<file path="config.mk">
export PLATFORM = sky130hd
export DESIGN_NAME = crc16_frame_checker_top
export DESIGN_NICKNAME = d
export VERILOG_FILES = /design/src/design/crc16fc_pkg.sv /design/src/design/crc16fc_cfg_regs.sv /design/src/design/crc16fc_in_stage.sv /design/src/design/crc16fc_holdback.sv /design/src/design/crc16fc_check.sv /design/src/design/crc16fc_out_stage.sv /design/src/design/crc16_frame_checker_top.sv
export SDC_FILE = /design/constraint.sdc
export NUM_CORES = 1
export LEC_CHECK = 0
export ABC_AREA = 1
export BUFFER_PORTS_ARGS = -buffer_cell sky130_fd_sc_hd__buf_2
export CORE_UTILIZATION = 62
export DETAILED_ROUTE_END_ITERATION = 10
export PLACE_DENSITY_LB_ADDON = 0.12
export SETUP_SLACK_MARGIN = 0.5
export SLEW_MARGIN = 15
export SYNTH_ARGS = -nofsm -noshare
export SYNTH_HDL_FRONTEND = slang
export SYNTH_SLANG_ARGS = --single-unit
</file>
<file path="constraint.sdc">
create_clock -name clk -period 12.4 [get_ports clk]
set_clock_uncertainty 0.05 [all_clocks]
set_input_delay 0.62 -clock clk [delete_from_list [all_inputs] [get_ports clk]]
set_output_delay 0.62 -clock clk [all_outputs]
set_load 0.1 [all_outputs]
</file>
<file path="src/design/crc16fc_pkg.sv">
`default_nettype none

package crc16fc_pkg;

  // register indexes on the configuration port
  typedef enum logic [1:0] {
    REG_CRC_INIT    = 2'd0,
    REG_CRC_POLY    = 2'd1,
    REG_HEADER_SKIP = 2'd2,
    REG_TAIL_SKIP   = 2'd3
  } cfg_idx_t;

  // result status codes
  typedef enum logic [1:0] {
    ST_MATCH    = 2'd0,
    ST_MISMATCH = 2'd1,
    ST_SHORT    = 2'd2
  } status_t;

  // register reset values
  localparam logic [15:0] CRC_INIT_RST    = 16'hFFFF;
  localparam logic [15:0] CRC_POLY_RST    = 16'hA001;
  localparam logic [3:0]  HEADER_SKIP_RST = 4'd4;
  localparam logic [2:0]  TAIL_SKIP_RST   = 3'd4;

  // byte counter saturates here
  localparam logic [4:0]  BYTE_CNT_MAX    = 5'd31;

  typedef struct packed {
    logic [15:0] crc_init;
    logic [15:0] crc_poly;
    logic [3:0]  header_skip;
    logic [2:0]  tail_skip;
  } cfg_t;

  // holdback line status for the current byte
  typedef struct packed {
    logic        fold;
    logic [7:0]  fold_data;
    logic        full;
    logic [15:0] rx;
  } hb_stat_t;

  typedef struct packed {
    status_t     status;
    logic [15:0] computed_crc;
    logic [15:0] received_crc;
  } res_t;

endpackage

`default_nettype wire

</file>
<file path="src/design/crc16fc_cfg_regs.sv">
`default_nettype none

module crc16fc_cfg_regs (
  input  logic              clk,
  input  logic              rst_n,
  input  logic              cfg_valid,
  output logic              cfg_ready,
  input  logic [1:0]        cfg_index,
  input  logic [15:0]       cfg_data,
  output crc16fc_pkg::cfg_t cfg
);
  import crc16fc_pkg::*;

  cfg_t cfg_r;

  assign cfg_ready = 1'b1;
  assign cfg       = cfg_r;

  // register writes
  always_ff @(posedge clk) begin
    if (!rst_n) begin
      cfg_r.crc_init    <= CRC_INIT_RST;
      cfg_r.crc_poly    <= CRC_POLY_RST;
      cfg_r.header_skip <= HEADER_SKIP_RST;
      cfg_r.tail_skip   <= TAIL_SKIP_RST;
    end else if (cfg_valid) begin
      unique case (cfg_idx_t'(cfg_index))
        REG_CRC_INIT:    cfg_r.crc_init    <= cfg_data;
        REG_CRC_POLY:    cfg_r.crc_poly    <= cfg_data;
        REG_HEADER_SKIP: cfg_r.header_skip <= cfg_data[3:0];
        REG_TAIL_SKIP:   cfg_r.tail_skip   <= cfg_data[2:0];
        default:         cfg_r             <= cfg_r;
      endcase
    end
  end

endmodule

`default_nettype wire

</file>
<file path="src/design/crc16fc_in_stage.sv">
`default_nettype none

module crc16fc_in_stage (
  input  logic       clk,
  input  logic       rst_n,
  input  logic       in_valid,
  output logic       in_ready,
  input  logic [7:0] in_data_byte,
  input  logic       in_last_byte,
  input  logic       out_free,
  output logic       step,
  output logic [7:0] byte_q,
  output logic       last_q
);

  logic       vld_r;
  logic [7:0] byte_r;
  logic       last_r;

  // a held byte moves on unless it is a last byte facing a full result slot
  assign step     = vld_r && (!last_r || out_free);
  assign in_ready = !vld_r || step;
  assign byte_q   = byte_r;
  assign last_q   = last_r;

  // input valid flag
  always_ff @(posedge clk) begin
    if (!rst_n) begin
      vld_r <= 1'b0;
    end else if (in_ready) begin
      vld_r <= in_valid;
    end
  end

  // input payload
  always_ff @(posedge clk) begin
    if (in_ready && in_valid) begin
      byte_r <= in_data_byte;
      last_r <= in_last_byte;
    end
  end

endmodule

`default_nettype wire

</file>
<file path="src/design/crc16fc_holdback.sv">
`default_nettype none

module crc16fc_holdback #(
  parameter int MAX_HOLDBACK = 8
) (
  input  logic                  clk,
  input  logic                  rst_n,
  input  logic                  step,
  input  logic                  take,
  input  logic                  last,
  input  logic [7:0]            data,
  input  logic [2:0]            tail_skip,
  output crc16fc_pkg::hb_stat_t stat
);
  import crc16fc_pkg::*;

  localparam int FW = $clog2(MAX_HOLDBACK + 1);
  localparam int CW = (FW > 4) ? FW : 4;

  logic [7:0]    hb_r   [MAX_HOLDBACK];
  logic [7:0]    hb_nxt [MAX_HOLDBACK];
  logic [7:0]    up     [MAX_HOLDBACK];
  logic [FW-1:0] fill_r;
  logic [FW-1:0] fill_upd;
  logic [FW-1:0] fill_nxt;
  logic [CW-1:0] depth_raw;
  logic [CW-1:0] depth;
  logic          full_now;
  logic          shift;
  logic          append;

  // neighbor taps of the shift line, the top entry sees the new byte
  for (genvar g = 0; g < MAX_HOLDBACK; g++) begin : g_up
    if (g == MAX_HOLDBACK - 1) begin : g_top
      assign up[g] = data;
    end else begin : g_mid
      assign up[g] = hb_r[g+1];
    end
  end

  // depth is two crc bytes plus the trailer, clipped to the line length
  always_comb begin
    depth_raw = CW'(tail_skip) + CW'(2);
    depth     = (depth_raw > CW'(MAX_HOLDBACK)) ? CW'(MAX_HOLDBACK) : depth_raw;
    full_now  = CW'(fill_r) >= depth;
    shift     = take && full_now;
    append    = take && !full_now && (fill_r < FW'(MAX_HOLDBACK));
    fill_upd  = append ? fill_r + FW'(1) : fill_r;
    fill_nxt  = last ? '0 : fill_upd;
  end

  // entry updates: shift out the oldest byte or append at the fill point
  always_comb begin
    for (int i = 0; i < MAX_HOLDBACK; i++) begin
      hb_nxt[i] = hb_r[i];
      if (shift) begin
        if (FW'(i + 1) < fill_r) begin
          hb_nxt[i] = up[i];
        end else if (FW'(i + 1) == fill_r) begin
          hb_nxt[i] = data;
        end
      end
      if (append && (FW'(i) == fill_r)) begin
        hb_nxt[i] = data;
      end
    end
  end

  // status toward the crc logic
  always_comb begin
    stat.fold      = shift;
    stat.fold_data = hb_r[0];
    stat.full      = CW'(fill_upd) >= depth;
    stat.rx        = {hb_nxt[0], hb_nxt[1]};
  end

  // fill count
  always_ff @(posedge clk) begin
    if (!rst_n) begin
      fill_r <= '0;
    end else if (step) begin
      fill_r <= fill_nxt;
    end
  end

  // held bytes
  always_ff @(posedge clk) begin
    if (step) begin
      for (int i = 0; i < MAX_HOLDBACK; i++) begin
        hb_r[i] <= hb_nxt[i];
      end
    end
  end

endmodule

`default_nettype wire

</file>
<file path="src/design/crc16fc_check.sv">
`default_nettype none

module crc16fc_check (
  input  logic                  clk,
  input  logic                  rst_n,
  input  crc16fc_pkg::cfg_t     cfg,
  input  logic                  step,
  input  logic                  last,
  input  crc16fc_pkg::hb_stat_t hb,
  output logic                  take,
  output logic                  res_vld,
  output crc16fc_pkg::res_t     res
);
  import crc16fc_pkg::*;

  logic [15:0] acc_r;
  logic [15:0] acc_nxt;
  logic [15:0] base;
  logic [4:0]  cnt_r;
  logic [4:0]  cnt_nxt;

  // msb-first fold of one byte, eight shift steps
  function automatic logic [15:0] fold_byte(input logic [15:0] crc,
                                            input logic [7:0]  b,
                                            input logic [15:0] poly);
    logic [15:0] c;
    c = crc ^ {b, 8'h00};
    for (int k = 0; k < 8; k++) begin
      c = c[15] ? ({c[14:0], 1'b0} ^ poly) : {c[14:0], 1'b0};
    end
    return c;
  endfunction

  // header bytes stay out of the holdback line
  assign take = {1'b0, cfg.header_skip} <= cnt_r;

  // crc accumulator and byte count next values
  always_comb begin
    base    = (cnt_r == '0) ? cfg.crc_init : acc_r;
    acc_nxt = hb.fold ? fold_byte(base, hb.fold_data, cfg.crc_poly) : base;
    if (last) begin
      cnt_nxt = '0;
    end else if (cnt_r == BYTE_CNT_MAX) begin
      cnt_nxt = cnt_r;
    end else begin
      cnt_nxt = cnt_r + 5'd1;
    end
  end

  // frame verdict on the last byte
  always_comb begin
    res_vld = step && last;
    if (!hb.full) begin
      res.status       = ST_SHORT;
      res.computed_crc = cfg.crc_init;
      res.received_crc = '0;
    end else begin
      res.status       = (acc_nxt == hb.rx) ? ST_MATCH : ST_MISMATCH;
      res.computed_crc = acc_nxt;
      res.received_crc = hb.rx;
    end
  end

  // byte counter
  always_ff @(posedge clk) begin
    if (!rst_n) begin
      cnt_r <= '0;
    end else if (step) begin
      cnt_r <= cnt_nxt;
    end
  end

  // crc accumulator, reloaded from crc_init at each frame start
  always_ff @(posedge clk) begin
    if (step) begin
      acc_r <= acc_nxt;
    end
  end

endmodule

`default_nettype wire

</file>
<file path="src/design/crc16fc_out_stage.sv">
`default_nettype none

module crc16fc_out_stage (
  input  logic              clk,
  input  logic              rst_n,
  input  logic              res_vld,
  input  crc16fc_pkg::res_t res,
  output logic              out_free,
  output logic              out_valid,
  input  logic              out_ready,
  output logic [1:0]        out_status,
  output logic [15:0]       out_computed_crc,
  output logic [15:0]       out_received_crc
);
  import crc16fc_pkg::*;

  logic vld_r;
  res_t res_r;

  assign out_free         = !vld_r || out_ready;
  assign out_valid        = vld_r;
  assign out_status       = res_r.status;
  assign out_computed_crc = res_r.computed_crc;
  assign out_received_crc = res_r.received_crc;

  // result valid flag
  always_ff @(posedge clk) begin
    if (!rst_n) begin
      vld_r <= 1'b0;
    end else if (out_free) begin
      vld_r <= res_vld;
    end
  end

  // result payload
  always_ff @(posedge clk) begin
    if (out_free && res_vld) begin
      res_r <= res;
    end
  end

endmodule

`default_nettype wire

</file>
<file path="src/design/crc16_frame_checker_top.sv">
`default_nettype none

// Frame CRC checker. Bytes of a frame enter one per request with the last
// byte flagged; the first header_skip bytes are skipped, the payload is
// folded MSB-first into a CRC-16 (crc_init start, crc_poly feedback), and
// the last 2 + tail_skip bytes (at most MAX_HOLDBACK) are held back so the
// big-endian CRC field in front of the trailer can be compared at the end.
// One result request comes out per frame: match, mismatch, or too short
// when the frame has fewer than header_skip plus the held-back bytes. A byte
// is accepted every cycle unless a last byte waits for a full result slot;
// an accepted last byte goes through the input register, then the result
// register fed by the combinational byte fold, and a stalled result only
// holds back a later last byte. Write configuration only between frames.
module crc16_frame_checker_top #(
  parameter int MAX_HOLDBACK = 8
) (
  input  logic        clk,
  input  logic        rst_n,
  input  logic        cfg_valid,
  output logic        cfg_ready,
  input  logic [1:0]  cfg_index,
  input  logic [15:0] cfg_data,
  input  logic        in_valid,
  output logic        in_ready,
  input  logic [7:0]  in_data_byte,
  input  logic        in_last_byte,
  output logic        out_valid,
  input  logic        out_ready,
  output logic [1:0]  out_status,
  output logic [15:0] out_computed_crc,
  output logic [15:0] out_received_crc
);
  import crc16fc_pkg::*;

  cfg_t       cfg;
  hb_stat_t   hb;
  res_t       res;
  logic       res_vld;
  logic       out_free;
  logic       step;
  logic       take;
  logic [7:0] byte_q;
  logic       last_q;

  crc16fc_cfg_regs u_cfg (
    .clk       (clk),
    .rst_n     (rst_n),
    .cfg_valid (cfg_valid),
    .cfg_ready (cfg_ready),
    .cfg_index (cfg_index),
    .cfg_data  (cfg_data),
    .cfg       (cfg)
  );

  crc16fc_in_stage u_in (
    .clk          (clk),
    .rst_n        (rst_n),
    .in_valid     (in_valid),
    .in_ready     (in_ready),
    .in_data_byte (in_data_byte),
    .in_last_byte (in_last_byte),
    .out_free     (out_free),
    .step         (step),
    .byte_q       (byte_q),
    .last_q       (last_q)
  );

  crc16fc_holdback #(
    .MAX_HOLDBACK (MAX_HOLDBACK)
  ) u_hb (
    .clk       (clk),
    .rst_n     (rst_n),
    .step      (step),
    .take      (take),
    .last      (last_q),
    .data      (byte_q),
    .tail_skip (cfg.tail_skip),
    .stat      (hb)
  );

  crc16fc_check u_chk (
    .clk     (clk),
    .rst_n   (rst_n),
    .cfg     (cfg),
    .step    (step),
    .last    (last_q),
    .hb      (hb),
    .take    (take),
    .res_vld (res_vld),
    .res     (res)
  );

  crc16fc_out_stage u_out (
    .clk              (clk),
    .rst_n            (rst_n),
    .res_vld          (res_vld),
    .res              (res),
    .out_free         (out_free),
    .out_valid        (out_valid),
    .out_ready        (out_ready),
    .out_status       (out_status),
    .out_computed_crc (out_computed_crc),
    .out_received_crc (out_received_crc)
  );

`ifndef SYNTHESIS
  // a verdict is never produced while the result slot is blocked
  a_no_overrun: assert property (@(posedge clk) disable iff (!rst_n)
    (out_valid && !out_ready) |-> !res_vld)
    else $error("result produced into a blocked result register");

  // a match verdict carries equal crc fields
  a_match_eq: assert property (@(posedge clk) disable iff (!rst_n)
    (out_valid && (out_status == ST_MATCH)) |-> (out_computed_crc == out_received_crc))
    else $error("match reported with differing crc values");

  // a short frame reports no received crc
  a_short_rx: assert property (@(posedge clk) disable iff (!rst_n)
    (out_valid && (out_status == ST_SHORT)) |-> (out_received_crc == 16'h0000))
    else $error("short frame with nonzero received crc");
`endif

endmodule

`default_nettype wire
</file>
==> results of run 1 <==
## logic make-up (layout without fill, tap and decap cells)
logic type | Yosys count | after routing | synth area share, %
flip-flops | 173 | 173 | 42.9
other | 1 | 1 | 0.0342
AND/OR/NAND/NOR | 763 | 763 | 30.0
buffers and inverters | 252 | 285 | 9.38
XOR/XNOR | 57 | 57 | 4.56
adder cells (fa/ha/maj) | 20 | 20 | 2.29
AO/OA/AOI/OAI | 211 | 211 | 10.9
## worst max path at each step
stage,cells after the start,endpoint,slack [ps],from
floorplan,39,u_out.out_status[0]$_SDFFCE_PP0P_,8530,u_chk.cnt_r[0]$_SDFFE_PN0P_
global placement,35,u_out.out_status[0]$_SDFFCE_PP0P_,5740,u_chk.cnt_r[0]$_SDFFE_PN0P_
detailed placement,35,u_out.out_status[0]$_SDFFCE_PP0P_,5410,u_chk.cnt_r[0]$_SDFFE_PN0P_
CTS,35,u_out.out_status[0]$_SDFFCE_PP0P_,5350,u_chk.cnt_r[0]$_SDFFE_PN0P_
global route,35,u_out.out_status[0]$_SDFFCE_PP0P_,4440,u_chk.cnt_r[0]$_SDFFE_PN0P_
finish,35,u_out.out_status[0]$_SDFFCE_PP0P_,5130,u_chk.cnt_r[0]$_SDFFE_PN0P_
## power by group through the flow
stage / Clock, uW / Combinational [uW] / Sequential [uW]
after CTS: 522 / 581 / 661
after detailed placement: 0 / 577 / 673
after global routing: 545 / 665 / 663
after floorplan: 0 / 476 / 685
after global placement: 0 / 565 / 673
final: 521 / 593 / 661
## placed cells by master (no fill, tap or decap), types with 31 or more instances in the layout
cell type  count
a21oi_1       57
xor2_1        31
buf_2         67
nand3_1      193
dfxtp_1       50
edfxtp_1     123
nand2_1      404
o21ai_0      101
inv_1        173
nor2_1       114
## metrics by stage
| step | hold WS, ps | total power (uW) | cell area [um2] | cells |
|---|---|---|---|---|
| after floorplan | 376 | 1160 | 10900 | 1477 |
| after global placement | 382 | 1240 | 11300 | 1703 |
| after detailed placement | 389 | 1250 | 11300 | 1703 |
| after CTS | 297 | 1760 | 11800 | 1735 |
| after global routing | 288 | 1870 | 11800 | 1735 |
| final | 303 | 1780 | 11800 | 1735 |
## registers in the layout, indices dropped and copies added, names as in the netlist
| register | flops |
|---|---|
| u_hb.fill_r | 4 |
| u_chk.cnt_r | 5 |
| u_hb.hb_r | 64 |
| u_chk.acc_r | 16 |
| u_cfg.cfg | 39 |
| u_out.out_computed_crc | 16 |
| u_in.byte_q | 8 |
| u_out.out_valid | 1 |
| u_out.out_status | 2 |
| u_out.out_received_crc | 16 |
| u_in.vld_r | 1 |
| u_in.last_q | 1 |
## layer usage
| metal | global-route usage (%) | up-vias |
|---|---|---|
| met5 | 0 | - |
| met1 | 48.1 | 4609 |
| met3 | 6.79 | 59 |
| li1 | - | 4885 |
| met2 | 54.4 | 529 |
| met4 | 10.0 | 0 |
## critical path: cells and delay by family (launching register included)
family	cells	cell delay [ps]
and+or+nand+nor	31	6210
DFF	1	350
adders and majority gates	1	140
buffers and inverters	2	130
AOI/OAI and AO/OA	1	80
## area by class of cell
type	count	area share, %
repair buffers	75	3.34
multi-input cells	1052	44.2
well taps	225	2.38
clock inverters	13	1.08
clock buffers	19	3.74
flip-flops and latches	173	39.6
inverters	178	5.64
==> results summary, run 1 <==
Net switching is 39.2% of the power. The cell type with the highest occurrence count on the critical path is nand2_1. The count of pins over their slew limit came out at 0. Counting every sink on the clock net gives 173. The combined global-route utilization of all metal layers came out at 34.5%. The area growth from synthesis to layout is 8.19%. The detailed-placement wirelength estimate came out at 21.9 mm. The number of standard-cell rows in the floorplan came out at 48. The cell at the root of the clock tree is clkbuf_16.

The maximum number of pins on one net before global-route repair is 48. In this run, post-CTS hold repair placed 0 buffers. The fraction of registers with async set or reset after synthesis is 0%.

The number of nets in the final layout is 1549. The most used flip-flop cell after synthesis is edfxtp_1. For the worst flop-to-flop path, the logic depth is 35. The standard cell core area is 17300 um2. For this design the static power due to leakage is 0.00521 uW. The slew at the pin closest to its max-slew limit came out at 1070 ps. The fmax came out at 138 MHz. The maximum vdd ir drop is 0.000108 V. Routability-driven placement finished with a final weighted congestion of 0.923. The endpoint arrival time on the critical path came out at 7380 ps.

Counting flops and latches in the post-synthesis netlist gives 173. Setup violations remaining at the end of the flow were counted as 0. Buffers placed on the I/O ports in this run total 67.

The final critical path time including I/O delays and setup came out at 7270 ps. TritonCTS built the clock tree. The detailed-routed wire length on met3 is 2.86 mm.

Counting instances, the worst hold path has a depth of 1. The worst setup path is captured at a flop. The area of the multi-input gates came out at 5240 um2. The wire length of the first global-routing pass is 47.6 mm. After detailed routing, the number of vias per cell comes to 5.81. The average footprint of a synthesized cell is 7.41 um2.

Wires add up to 30.3 mm. The die covers 18200 um2. The highest cell delay on the worst timing path is 690 ps. The total power per unit cell area is 150 nW/um2. The starting density of the core is 63.3%.

The worst slew margin relative to its limit came out at 27.8%. The deepest clock path buffer count came out at 2. Ranked by total cell area, the synthesized netlist is headed by edfxtp_1 34%, nand2_1 14%, dfxtp_1 9.1%. In this run, the combinational gates consume 33.4% of the power. The final count of hold timing violations came out at 0. The end-of-flow core utilization is 68.5%. Summing every instance area after synthesis gives 10900 um2. The minimum setup slack in the final design is 5130 ps.

The library cell contributing the largest single delay on the critical path is nand2_1. The distinct cell type count of the synthesized netlist is 41. After detailed routing, the number of remaining DRC violations is 0. The fraction of power consumed by the clock network is 29.4%. The synthesized netlist cell count came out at 1477. The type of origin of the critical path is a flop. The type of the most critical hold path is input pin to flop. Ranked by instance count, the synthesized netlist is headed by 404 x nand2_1, 193 x nand3_1, 173 x inv_1. Setup repair after global routing left no endpoint under its margin. The setup slack after placement is 5410 ps. The filler cells instantiated in the layout total 1454. The startpoint of the most critical register-to-register path is u_chk.cnt_r[0]$_SDFFE_PN0P_. The run finished with clean final reports. The synthesized netlist net count came out at 1529. 0 antenna diodes ended up in the layout. The count of boundary I/O pins is 69. For hold timing, the worst endpoint is u_in.byte_q[5]$_DFFE_PP_. The via count of the first global-routing pass is 9111.

The leftover overflow at the end of global routing is 0. The sequential cell fraction of total power came out at 37.2%. Yosys instantiated no cell more often than nand2_1. The capture instance of the worst register-to-register path is u_out.out_status[0]$_SDFFCE_PP0P_.

The number of DRC violations after detailed-routing iteration 0 is 1253. The clock slew seen by the registers of the worst setup and hold paths is 70 ps. The insertion delay to the later sink of the worst-skew pair came out at 440 ps. The routed length per instance is 17.4 um. The total via count after detailed routing is 10082. The first detailed-routing pass ran for 7 iterations.

The worst setup slack for register-to-register paths came out at 5130 ps. The sequential cell area fraction in the yosys report is 42.9%. The classification of the worst setup path is flop to flop. The highest layer touched by signal routing is met4. The width of the chip is 135 um.

Along the worst path, the maximum fanout reaches 34. The die outline height came out at 135 um. In the final routing, the length of wire on met1 measures 13.0 mm. The synthesized design spends more area on one cell type than any other, namely edfxtp_1.

The storage element area came out at 4690 um2. The synthesis warning total came out at 0. The portion of the clock cycle consumed by the worst path in the final layout came out at 58.6%. The required arrival time at the worst endpoint came out at 12510 ps. In this run the remaining antenna-violating nets after routing total 0.

The startpoint identified for the worst hold timing path is in_data_byte[5]. The share of cells above drive strength 1 came out at 9.80%. The summed negative setup slack over all endpoints is 0 ps. The quantity of gates resized following cts came out at 0. The number of antenna violations at the first check in global routing is 0. The max-cap violation count came out at 0.

The switching power came out at 696 uW. The cell internal power dissipation came out at 1080 uW. In this run the number of H-tree levels came out at 4. The met2 routed wirelength came out at 13.6 mm.

The TritonCTS buffer count came out at 17. The number of enable-type register cells in the synthesized netlist is 123. The number of setup buffers added after CTS is 0. The share of the synthesized area in the top cell type came out at 33.7%.
Note: power is estimated with default switching activity, not from simulation.
==> run 2: changes to the inputs <==
--- a/config.mk
+++ b/config.mk
@@ -7,7 +7,7 @@
 export LEC_CHECK = 0
 export ABC_AREA = 1
 export BUFFER_PORTS_ARGS = -buffer_cell sky130_fd_sc_hd__buf_2
-export CORE_UTILIZATION = 62
+export CORE_UTILIZATION = 56
 export DETAILED_ROUTE_END_ITERATION = 10
 export PLACE_DENSITY_LB_ADDON = 0.12
 export SETUP_SLACK_MARGIN = 0.5
==> constraint.sdc (replaced) <==
create_clock -name clk -period 6.1 [get_ports clk]
set_clock_uncertainty 0.05 [all_clocks]
set_input_delay 0.305 -clock clk [delete_from_list [all_inputs] [get_ports clk]]
set_output_delay 0.305 -clock clk [all_outputs]
set_load 0.1 [all_outputs]
==> run 2 against run 1 <==
Compared with the run above: setup slack worse by 4100 ps; register-to-register slack worse by 4100 ps; sequential power rose by 100%; sequential share of layout area shrank 1.1 points; first-iteration DRC count shrank 21%; worst hold slack got worse by 260 ps; cell count rose by 3.5%; clock power increased by 100%; highest routed layer unchanged; via count is 0.16% lower; global-route usage is 4.1 points lower.
==> results summary, run 2 (same netlist as run 1, synthesis figures left out) <==
The number of cells traversed by the worst register-to-register path came out at 36 (was 35). The port buffer count came to 67 (unchanged). The sum of routed wire length over all layers was 29.8 mm (was 30.3 mm).

The average via count per standard cell was 5.61 (was 5.81). The starting density of the core is 57.8% (was 63.3%). The number of routed nets with antenna violations came to 0 (unchanged). The minimum setup slack in the final design came out at 984 ps (was 5130 ps). The depth of the CTS H-tree is 4 (unchanged). The summed negative setup slack over all endpoints came out at 0 ps (unchanged).

The highest cell delay on the worst timing path is 360 ps (was 690 ps). The die area is 20100 um2 (was 18200 um2). The endpoint arrival time on the critical path is 5230 ps (was 7380 ps).

The setup slack after placement is 250 ps (was 5410 ps). The detailed-route wire length on metal 1 is 13.4 mm (was 13.0 mm). The slew at the pin closest to its max-slew limit came out at 994 ps (was 1070 ps).

The uppermost signal routing layer after detailed routing is met4 (unchanged). The routed length per instance is 16.6 um (was 17.4 um). The worst-path maximum fanout is 25 (was 34). The register bank with the most flops is u_hb.hb_r (unchanged). The static power due to leakage is 0.00535 uW (was 0.00521 uW).

RSZ-0062 raised after global routing: no (unchanged). The library cell contributing the largest single delay on the critical path was dfxtp_1 (was nand2_1). The count of pins over their slew limit came out at 0 (unchanged).

The number of DRC violations after detailed-routing iteration 0 is 985 (was 1253). The antenna diode count came out at 0 (unchanged). Most used cells in the layout excluding fill and tap cells: 399 x nand2_1, 193 x nand3_1, 173 x inv_1 (was 404 x nand2_1, 193 x nand3_1, 173 x inv_1). The standard cell core area is 19000 um2 (was 17300 um2). The classification of the worst setup path was flop to flop (unchanged). The final instance count without filler cells came out at 1795 (was 1735). The clock slew seen by the registers of the worst setup and hold paths came out at 70 ps (about the same).

The total DRC errors in the routed layout is 0 (unchanged). The number of flip-flops in the largest register was 64 (unchanged). The count of boundary I/O pins is 69 (unchanged). The layout overhead on the synthesized area is 11.3% (was 8.19%). The last weighted congestion value of the routability-driven placer is 0.969 (was 0.923). The number of failing setup endpoints in the final timing report is 0 (unchanged). The max-cap violation count came out at 0 (unchanged). The sequential cell fraction of total power is 35.9% (was 37.2%). The type of the most critical hold path is input pin to flop (unchanged). The total power of the final layout came out at 3730 uW (was 1780 uW).

The number of nets in the final layout came to 1574 (was 1549). The fmax came out at 195 MHz (was 138 MHz). The wire length of the first global-routing pass came out at 47.0 mm (was 47.6 mm). The end-of-flow core utilization is 64.3% (was 68.5%). The final critical path time including I/O delays and setup was 5120 ps (was 7270 ps). The die outline height came out at 142 um (was 135 um).

The deepest clock path buffer count is 2 (unchanged). The required arrival time at the worst endpoint came to 6210 ps (was 12510 ps). The detailed-placement wirelength estimate was 21.2 mm (was 21.9 mm). The share of cells above drive strength 1 is 11.1% (was 9.80%). The type of origin of the critical path was a flop (unchanged).

The number of standard-cell rows in the floorplan is 50 (was 48). The number of instances in the placed design came out at 1742 (was 1703). The detailed-routed wire length on met3 is 2.41 mm (was 2.86 mm). The switching power is 1480 uW (was 696 uW).

The insertion delay to the later sink of the worst-skew pair came out at 440 ps (about the same). The met2 routed wirelength is 13.4 mm (was 13.6 mm). The number of detailed-route iterations in the first pass was 7 (unchanged). The cell at the root of the clock tree is clkbuf_16 (unchanged). The combined global-route utilization of all metal layers is 30.4% (was 34.5%). The leftover overflow at the end of global routing is 0 (unchanged). The TritonCTS buffer count came out at 17 (unchanged). The total via count after detailed routing is 10066 (was 10082). The cell internal power dissipation was 2250 uW (was 1080 uW).

The final count of hold timing violations came to 0 (unchanged). The cell depth of the worst hold path is 3 (was 1). The endpoint class of the critical path is a flop (unchanged). The via count of the first global-routing pass is 8940 (was 9111). The commonest non-fill, non-tap cell in the layout is nand2_1 (unchanged). The switching power as a share of total power is 39.7% (was 39.2%). The number of antenna violations at the first check in global routing is 0 (unchanged). The worst slew margin relative to its limit is 33.2% (was 27.8%). The width of the chip came out at 142 um (was 135 um). The CTS tree is built (unchanged). Run status: finished clean (unchanged). The maximum number of pins on one net before global-route repair is 49 (was 48).

The portion of the clock cycle consumed by the worst path in the final layout is 83.9% (was 58.6%). The total power per unit cell area came out at 306 nW/um2 (was 150 nW/um2). The maximum vdd ir drop came out at 0.000263 V (was 0.000108 V). The number of clock sinks is 173 (unchanged).

The number of filler cells placed in the layout is 1658 (was 1454). The cell type with the highest occurrence count on the critical path is nand2_1 (unchanged). The fraction of power consumed by the clock network is 28.3% (was 29.4%). The proportion of power drawn by combinational gates came to 35.8% (was 33.4%).
[run 2: area by class of cell]
| class | count | area, um2 | area share (%) |
|---|---|---|---|
| clock buffers | 19 | 433 | 3.55 |
| clock inverters | 13 | 130 | 1.07 |
| inverters | 178 | 672 | 5.51 |
| multi-input cells | 1053 | 5320 | 43.7 |
| flip-flops and latches | 173 | 4690 | 38.5 |
| well taps | 260 | 325 | 2.67 |
| repair buffers | 99 | 609 | 5.00 |
[run 2: power groups by stage]
stage | Clock (uW) | Sequential [uW] | Combinational [uW]
after detailed placement | 0 | 1370 | 1180
final | 1060 | 1340 | 1340
after CTS | 1060 | 1340 | 1200
after global placement | 0 | 1370 | 1160
after global routing | 1110 | 1350 | 1480
after floorplan | 0 | 1390 | 968
[run 2: repair_timing]
| item | in CTS | in global routing |
|---|---|---|
| endpoints found under the hold margin | 9 | 0 |
| gates cloned | 0 | 1 |
| endpoints found under the setup margin | 1 | 23 |
| setup buffers | 0 | 11 |
| pin swaps | 0 | 6 |
| gates resized for setup | 3 | 17 |
| hold buffers | 9 | 0 |
[run 2: metal layers]
layer / vias to the layer above / track usage (%)
met4: 0 / 9.45
met1: 4626 / 42.7
met2: 443 / 48.5
met5: - / 0
li1: 4936 / -
met3: 61 / 4.52
[run 2: stage by stage]
step           hold slack (ps)  instance area, um2
4_1_cts                   48.7               12000
5_1_grt                   56.4               12200
2_1_floorplan              354               10900
3_5_place_dp               393               11300
3_3_place_gp               383               11300
6_report                  47.9               12200
[run 2: critical path: cells and delay by family (launching register included)]
kind	cells	cell delay [ps]
AOI/OAI and AO/OA	1	80
buffers and inverters	5	460
DFF	1	360
adders and majority gates	1	150
and+or+nand+nor	29	3680
[run 2: final timing paths]
kind | start | end | slack [ps]
hold reg to reg | u_in.byte_q[4]$_DFFE_PP_ | u_hb.hb_r[1][28]$_DFFE_PP_ | 410
setup reg to reg | u_chk.cnt_r[0]$_SDFFE_PN0P_ | u_out.out_status[0]$_SDFFCE_PP0P_ | 980
setup / recovery | u_chk.cnt_r[0]$_SDFFE_PN0P_ | u_out.out_status[0]$_SDFFCE_PP0P_ | 980
hold / removal | cfg_data[13] | u_cfg.cfg[20]$_SDFFE_PN1P_ | 50
